**src/rtl/cdf_pkg.sv**
```systemverilog
package cdf_pkg;

    localparam logic [7:0]  START_BYTE      = 8'h01;
    localparam logic [15:0] CRC_POLY        = 16'h1021;
    localparam logic [15:0] MAX_LENGTH_INIT = 16'd1024;

    // result kind codes
    localparam logic [2:0] KIND_DATA     = 3'd0;
    localparam logic [2:0] KIND_GOOD     = 3'd1;
    localparam logic [2:0] KIND_CHK_ERR  = 3'd2;
    localparam logic [2:0] KIND_TOO_LONG = 3'd3;
    localparam logic [2:0] KIND_CRC_ERR  = 3'd4;

    // one byte word sitting in the input register
    typedef struct packed {
        logic       valid;
        logic [7:0] data;
    } byte_word_t;

    // one result word from the frame logic
    typedef struct packed {
        logic        valid;
        logic [2:0]  kind;
        logic [7:0]  data;
        logic [7:0]  ptype;
        logic [15:0] plen;
    } result_word_t;

    // crc-16/xmodem, one byte, msb first
    function automatic logic [15:0] crc_feed(input logic [15:0] crc, input logic [7:0] b);
        logic [15:0] c;
        c = crc ^ {b, 8'h00};
        for (int i = 0; i < 8; i++) begin
            if (c[15]) begin
                c = {c[14:0], 1'b0} ^ CRC_POLY;
            end
            else begin
                c = {c[14:0], 1'b0};
            end
        end
        return c;
    endfunction

endpackage

```
**src/rtl/cdf_in_stage.sv**
```systemverilog
module cdf_in_stage (
    input  logic               clk,
    input  logic               rst_n,
    input  logic               in_valid,
    output logic               in_ready,
    input  logic [7:0]         rx_byte,
    input  logic               take,
    output cdf_pkg::byte_word_t word
);
    import cdf_pkg::*;

    logic       valid_reg;
    logic       valid_next;
    logic [7:0] data_reg;

    // room when empty or when the held word moves on this cycle
    assign in_ready = !valid_reg || take;

    always_comb
    begin
        valid_next = valid_reg;
        if (in_ready) begin
            valid_next = in_valid;
        end
    end

    always_ff @(posedge clk or negedge rst_n)
    begin
        if (!rst_n) begin
            valid_reg <= 1'b0;
        end
        else begin
            valid_reg <= valid_next;
        end
    end

    // payload capture
    always_ff @(posedge clk)
    begin
        if (in_valid && in_ready) begin
            data_reg <= rx_byte;
        end
    end

    assign word.valid = valid_reg;
    assign word.data  = data_reg;

endmodule

```
**src/rtl/cdf_frame_fsm.sv**
```systemverilog
module cdf_frame_fsm (
    input  logic                 clk,
    input  logic                 rst_n,
    input  logic                 take,
    input  logic [7:0]           byte_in,
    input  logic [15:0]          max_length,
    output cdf_pkg::result_word_t res
);
    import cdf_pkg::*;

    typedef enum logic [7:0] {
        PH_HUNT    = 8'b0000_0001,
        PH_TYPE    = 8'b0000_0010,
        PH_LEN_HI  = 8'b0000_0100,
        PH_LEN_LO  = 8'b0000_1000,
        PH_CHK     = 8'b0001_0000,
        PH_PAYLOAD = 8'b0010_0000,
        PH_CRC1    = 8'b0100_0000,
        PH_CRC2    = 8'b1000_0000
    } phase_t;

    phase_t      phase_reg, phase_next;
    logic [7:0]  type_reg, type_next;
    logic [15:0] len_reg, len_next;
    logic [15:0] remain_reg, remain_next;
    logic [15:0] crc_reg, crc_next;
    logic [15:0] crc_upd;
    logic [7:0]  hdr_sum;

    assign crc_upd = crc_feed(crc_reg, byte_in);
    assign hdr_sum = type_reg + len_reg[15:8] + len_reg[7:0];

    // one byte step of the frame parser
    always_comb
    begin
        phase_next  = phase_reg;
        type_next   = type_reg;
        len_next    = len_reg;
        remain_next = remain_reg;
        crc_next    = crc_reg;
        res.valid   = 1'b0;
        res.kind    = KIND_DATA;
        res.data    = 8'h00;
        res.ptype   = type_reg;
        res.plen    = len_reg;
        case (phase_reg)
            PH_HUNT: begin
                if (byte_in == START_BYTE) begin
                    phase_next = PH_TYPE;
                end
            end
            PH_TYPE: begin
                type_next  = byte_in;
                phase_next = PH_LEN_HI;
            end
            PH_LEN_HI: begin
                len_next   = {byte_in, 8'h00};
                phase_next = PH_LEN_LO;
            end
            PH_LEN_LO: begin
                len_next   = {len_reg[15:8], byte_in};
                phase_next = PH_CHK;
            end
            PH_CHK: begin
                if (byte_in != hdr_sum) begin
                    phase_next = PH_HUNT;
                    res.valid  = 1'b1;
                    res.kind   = KIND_CHK_ERR;
                end
                else if (len_reg > max_length) begin
                    phase_next = PH_HUNT;
                    res.valid  = 1'b1;
                    res.kind   = KIND_TOO_LONG;
                end
                else begin
                    crc_next    = 16'h0000;
                    remain_next = len_reg;
                    phase_next  = (len_reg == 16'h0000) ? PH_CRC1 : PH_PAYLOAD;
                end
            end
            PH_PAYLOAD: begin
                crc_next    = crc_upd;
                remain_next = remain_reg - 16'd1;
                if (remain_next == 16'h0000) begin
                    phase_next = PH_CRC1;
                end
                res.valid = 1'b1;
                res.kind  = KIND_DATA;
                res.data  = byte_in;
            end
            PH_CRC1: begin
                crc_next   = crc_upd;
                phase_next = PH_CRC2;
            end
            PH_CRC2: begin
                crc_next   = crc_upd;
                phase_next = PH_HUNT;
                res.valid  = 1'b1;
                res.kind   = (crc_upd == 16'h0000) ? KIND_GOOD : KIND_CRC_ERR;
            end
            default: begin
                phase_next = PH_HUNT;
            end
        endcase
    end

    // state update only when a word is consumed
    always_ff @(posedge clk or negedge rst_n)
    begin
        if (!rst_n) begin
            phase_reg  <= PH_HUNT;
            type_reg   <= 8'h00;
            len_reg    <= 16'h0000;
            remain_reg <= 16'h0000;
            crc_reg    <= 16'h0000;
        end
        else if (take) begin
            phase_reg  <= phase_next;
            type_reg   <= type_next;
            len_reg    <= len_next;
            remain_reg <= remain_next;
            crc_reg    <= crc_next;
        end
    end

endmodule

```
**src/rtl/cdf_out_stage.sv**
```systemverilog
module cdf_out_stage (
    input  logic                  clk,
    input  logic                  rst_n,
    input  logic                  take,
    input  cdf_pkg::result_word_t res,
    output logic                  free,
    output logic                  out_valid,
    input  logic                  out_ready,
    output logic [2:0]            result_kind,
    output logic [7:0]            data_byte,
    output logic [7:0]            packet_type,
    output logic [15:0]           payload_length
);
    import cdf_pkg::*;

    logic        valid_reg;
    logic        valid_next;
    logic [2:0]  kind_reg;
    logic [7:0]  data_reg;
    logic [7:0]  ptype_reg;
    logic [15:0] plen_reg;
    logic        load;

    // register can take a new word when empty or drained this cycle
    assign free = !valid_reg || out_ready;
    assign load = take && res.valid;

    always_comb
    begin
        valid_next = valid_reg;
        if (free) begin
            valid_next = load;
        end
    end

    always_ff @(posedge clk or negedge rst_n)
    begin
        if (!rst_n) begin
            valid_reg <= 1'b0;
        end
        else begin
            valid_reg <= valid_next;
        end
    end

    // result payload
    always_ff @(posedge clk)
    begin
        if (load) begin
            kind_reg  <= res.kind;
            data_reg  <= res.data;
            ptype_reg <= res.ptype;
            plen_reg  <= res.plen;
        end
    end

    assign out_valid      = valid_reg;
    assign result_kind    = kind_reg;
    assign data_byte      = data_reg;
    assign packet_type    = ptype_reg;
    assign payload_length = plen_reg;

endmodule

```
**src/rtl/crc16_packet_deframer_core.sv**
```systemverilog
// channel   | handshake              | payload
// ----------+------------------------+--------------------------------------------------
// input     | in_valid / in_ready    | rx_byte
// output    | out_valid / out_ready  | result_kind, data_byte, packet_type, payload_length
// config    | cfg_we (no wait)       | cfg_wdata -> max_length
//
// one byte word accepted per cycle unless the output stalls; the parser step and crc
// update sit between the input register and the result register, so a result word is
// registered from the byte word held in the input register as that word moves on
// reset (rst_n low, async) empties both registers, hunts for start, limit back to 1024
// a stalled output holds its word and stops the parser, byte words with no result too;
// the input register takes one more word, then in_ready drops until the output drains
module crc16_packet_deframer_core (
    input  logic        clk,
    input  logic        rst_n,
    input  logic        cfg_we,
    input  logic [15:0] cfg_wdata,
    input  logic        in_valid,
    output logic        in_ready,
    input  logic [7:0]  rx_byte,
    output logic        out_valid,
    input  logic        out_ready,
    output logic [2:0]  result_kind,
    output logic [7:0]  data_byte,
    output logic [7:0]  packet_type,
    output logic [15:0] payload_length
);
    import cdf_pkg::*;

    logic [15:0]  max_length_reg;
    byte_word_t   in_word;
    result_word_t res;
    logic         out_free;
    logic         take;

    // length limit register
    always_ff @(posedge clk or negedge rst_n)
    begin
        if (!rst_n) begin
            max_length_reg <= MAX_LENGTH_INIT;
        end
        else if (cfg_we) begin
            max_length_reg <= cfg_wdata;
        end
    end

    // held word moves on whenever the result register has room
    assign take = in_word.valid && out_free;

    cdf_in_stage u_in_stage (
        .clk      (clk),
        .rst_n    (rst_n),
        .in_valid (in_valid),
        .in_ready (in_ready),
        .rx_byte  (rx_byte),
        .take     (take),
        .word     (in_word)
    );

    cdf_frame_fsm u_frame_fsm (
        .clk        (clk),
        .rst_n      (rst_n),
        .take       (take),
        .byte_in    (in_word.data),
        .max_length (max_length_reg),
        .res        (res)
    );

    cdf_out_stage u_out_stage (
        .clk            (clk),
        .rst_n          (rst_n),
        .take           (take),
        .res            (res),
        .free           (out_free),
        .out_valid      (out_valid),
        .out_ready      (out_ready),
        .result_kind    (result_kind),
        .data_byte      (data_byte),
        .packet_type    (packet_type),
        .payload_length (payload_length)
    );

endmodule

```
**config.mk**
```make
export PLATFORM = sky130hd
export DESIGN_NAME = crc16_packet_deframer_core
export DESIGN_NICKNAME = d
export VERILOG_FILES = /design/src/rtl/cdf_pkg.sv /design/src/rtl/cdf_in_stage.sv /design/src/rtl/cdf_frame_fsm.sv /design/src/rtl/cdf_out_stage.sv /design/src/rtl/crc16_packet_deframer_core.sv
export SDC_FILE = /design/constraint.sdc
export NUM_CORES = 1
export LEC_CHECK = 0
export BUFFER_PORTS_ARGS = -buffer_cell sky130_fd_sc_hd__buf_2
export CAP_MARGIN = 30
export CORE_MARGIN = 4
export CORE_UTILIZATION = 25
export DETAILED_ROUTE_END_ITERATION = 16
export SLEW_MARGIN = 0
export SYNTH_ARGS = -nofsm -noshare
export SYNTH_HDL_FRONTEND = slang
export SYNTH_SLANG_ARGS = --single-unit
```
**constraint.sdc**
```tcl
create_clock -name clk -period 4.65 [get_ports clk]
set_input_delay 0.465 -clock clk [delete_from_list [all_inputs] [get_ports clk]]
set_output_delay 0.465 -clock clk [all_outputs]
set_load 0.05 [all_outputs]
```
==> results.cfg <==
[sta]
fmaxAchievable_ghz = 0.262
slew_viol_final = 0
finClkSkew_ns = 0.0153
period_share_pct = 82.0
relSlewSlack_pct = 46.5
worst_pin_slew_ns = 0.800
grt_setup_unrepaired = no
hold_viol_final = 0
finalSetupTns_ns = 0
finalSetupViolations = 0
whs_ns = 0.0156
period_minus_slack_ns = 3.81

[route]
via_count = 4823
drc = 0
ant_nets = 0
vias_per_cell = 4.78
first_iter_violations = 417
dr.pass1.iters = 5
totalWireLength_um = 17000
drt-wirelength-per-cell_um = 16.9

[synthesis]
syn_area_um2 = 6610
ys_warn_count = 0
ys.flop_type = dfrtp_1
ys_seq_elements = 125
synth_compound_area_share_pct = 15.6
synth_xor_area_share_pct = 5.79
ys_async_sr_fraction_pct = 65.6
synth_fa_ha_area_share_pct = 6.97
ys_seq_area_share_pct = 50.6
synth.avg_cell_area_um2 = 11.1
synth_top_family_by_area = compound AO/OA/AOI/OAI gates
syn-num-nets = 655
synthSimpleGateAreaFrac_pct = 14.3
yosysUniqueCellTypes = 69
synthMuxAreaShare_pct = 2.71
synth_edf_count = 43
syn_inst = 594

[pwr]
ir_drop_mv = 0.250
p_leak_nw = 3.31
finalPower_w = 0.00470
power_per_cell_area_nw_per_um2 = 594

[cells_and_area]
antenna_cells = 0
nNetsFinal = 721
drive_gt1_share_pct = 21.2
fin_cells = 1008
area_growth_pct = 19.7

[place]
hpwl_um = 12000
numPortBuffers = 65
gp_congestion = 0.835
dp_cells = 976

[min_path]
hp-class = primary input to asynchronous set/reset pin

[critical_path]
reg2regPathDepth = 13
cp.arrival_ns = 3.87
critPathRequiredTime_ns = 4.71
crit_slowest_cell = xnor2_1
path_class = flip-flop to flip-flop
start_kind = flip-flop
cp_common_cell = inv_1
cpPeakStageDelay_ns = 0.51
crit_chain = inv_1 > fa_1 > inv_1 > ha_1 > inv_1 > fa_1 > nand3b_1 > nand2_1 > a31oi_1 > xnor2_1 > o41ai_4 > a31oi_4 > buf_4
cp_max_fo = 35
worstSetupEndpointType = flip-flop

[cts]
cts_buffers = 17
clock_latency_ns = 0.42
path_clk_slew_ns = 0.05
cts.htree.levels = 4
ctsResizeCount = 0
cts_root_buffer = clkbuf_16
cts.sinks = 125
cts_buffer_depth = 2
cts_tree = done
cts_hold_buf = 0
postCtsSetupBuffers = 0

[global_route]
grt_overflow = 0
grt_pass1_vias = 4779
grt_pass1_wl_um = 27300
grt_use_total_pct = 12.2
grt_start_max_net_pins = 48
antenna_found_initial = 0

[flow_run]
cap_violations = 0

[floorplanning]
initial_core_util_pct = 25.4
pin_count = 66
fp.dieH_um = 171
num_rows = 59
die-area_um2 = 29100
core_region_area_um2 = 26100
chipWidth_um = 171

[outcome]
status = finished, final reports clean
power by group:
part           internal (W)  switching, W
clock              0.000897      0.000507
sequential          0.00136      0.000270
combinational      0.000739      0.000931
area by class of cell:
type / count / area [um2]
fill: 2657 / 18100
clock buffer: 18 / 429
timing repair buffer: 75 / 403
multi-input combinational: 410 / 3010
clock inverter: 14 / 191
tap: 335 / 419
sequential: 125 / 3350
inverter: 31 / 116
layer usage:
layer	up-vias	global-route usage (%)	share of wire (%)
met1	2360	16.6	47
met2	141	18.7	46
met3	25	3.21	6.3
met5	-	0	0
li1	2297	-	-
met4	0	4.34	1.6
per-stage QoR:
| stage | util (%) | worst slack [ns] | area, um2 |
|---|---|---|---|
| detailed placement | 28.0 | 0.819 | 7290 |
| global placement | 28.0 | 0.920 | 7290 |
| finish | 30.4 | 0.838 | 7910 |
| CTS | 30.4 | 0.812 | 7910 |
| global route | 30.4 | 0.535 | 7910 |
| floorplan | - | 0.506 | 6620 |
worst paths after layout:
| path | from | slack (ns) | endpoint |
|---|---|---|---|
| max | u_frame_fsm.len_reg[9] | 0.84 | u_out_stage.payload_length[1] |
| min | rst_n | 0.02 | u_out_stage.out_valid |
| max reg2reg | u_frame_fsm.len_reg[9] | 0.84 | u_out_stage.payload_length[1] |
| min in group clk | rx_byte[4] | 0.22 | u_in_stage.data_reg[4] |
| min reg2reg | u_frame_fsm.type_reg[1] | 0.45 | u_out_stage.packet_type[1] |
| max in group asynchronous | rst_n | 3.62 | u_frame_fsm.len_reg[2] |
placed cells by master, fill, tap and decap left out, types with 9 or more instances in the layout:
master,instances
xor2_1,12
o2bb2ai_1,10
nand4_1,9
a22o_1,17
o21ai_0,42
and2_1,12
xnor2_1,28
buf_2,64
dfrtp_1,80
clkbuf_16,17
nand3_1,15
nor4_1,9
inv_1,31
buf_4,11
nor2_1,24
ha_1,24
nand2_1,59
a21oi_1,21
mux2_2,15
edfxtp_1,43
worst max-delay path, delay by kind of cell, from the launching register on:
family,cells,cell delay [ns]
and+or+nand+nor,2,0.28
xor gates and xnor gates,1,0.51
AOI/OAI and AO/OA,3,0.49
DFF,1,0.45
buffers and inverters,4,0.65
adders and majority gates,3,1.03
cell families after synthesis:
| kind of cell | after synthesis |
|---|---|
| compound gates | 144 |
| buf+inv | 59 |
| flops | 125 |
| simple gates | 176 |
| mux | 16 |
| fa+ha+maj | 32 |
| xor+xnor | 42 |
cells in the mapped netlist (3+ instances only):
cell	n	area, um2
a31oi_1	3	18.8
a21oi_1	21	105
nor3b_1	3	22.5
inv_1	31	116
nor2b_1	5	31.3
nor2_1	24	90.1
a2111oi_2	3	45.0
o21ai_0	42	210
o2bb2ai_1	10	87.6
nand3b_1	5	37.5
and3_1	5	31.3
edfxtp_1	43	1290
a22o_1	17	149
nor3_1	8	40.0
buf_2	6	30.0
nor4_1	9	56.3
fa_1	8	160
xnor2_1	28	245
a21o_1	5	37.5
o21ai_2	3	26.3
o22ai_1	4	25.0
nand4_1	9	56.3
clkbuf_1	15	56.3
or4_1	3	22.5
nand2_1	59	221
xor2_1	12	105
dfrtp_1	80	2000
nand2b_1	3	18.8
ha_1	24	300
and2_1	12	75.1
o211ai_1	4	30.0
o31ai_1	3	22.5
mux2_2	15	169
buf_6	5	56.3
a22oi_1	8	60.1
nand3_1	15	75.1
Note: power is estimated with default switching activity, not from simulation.
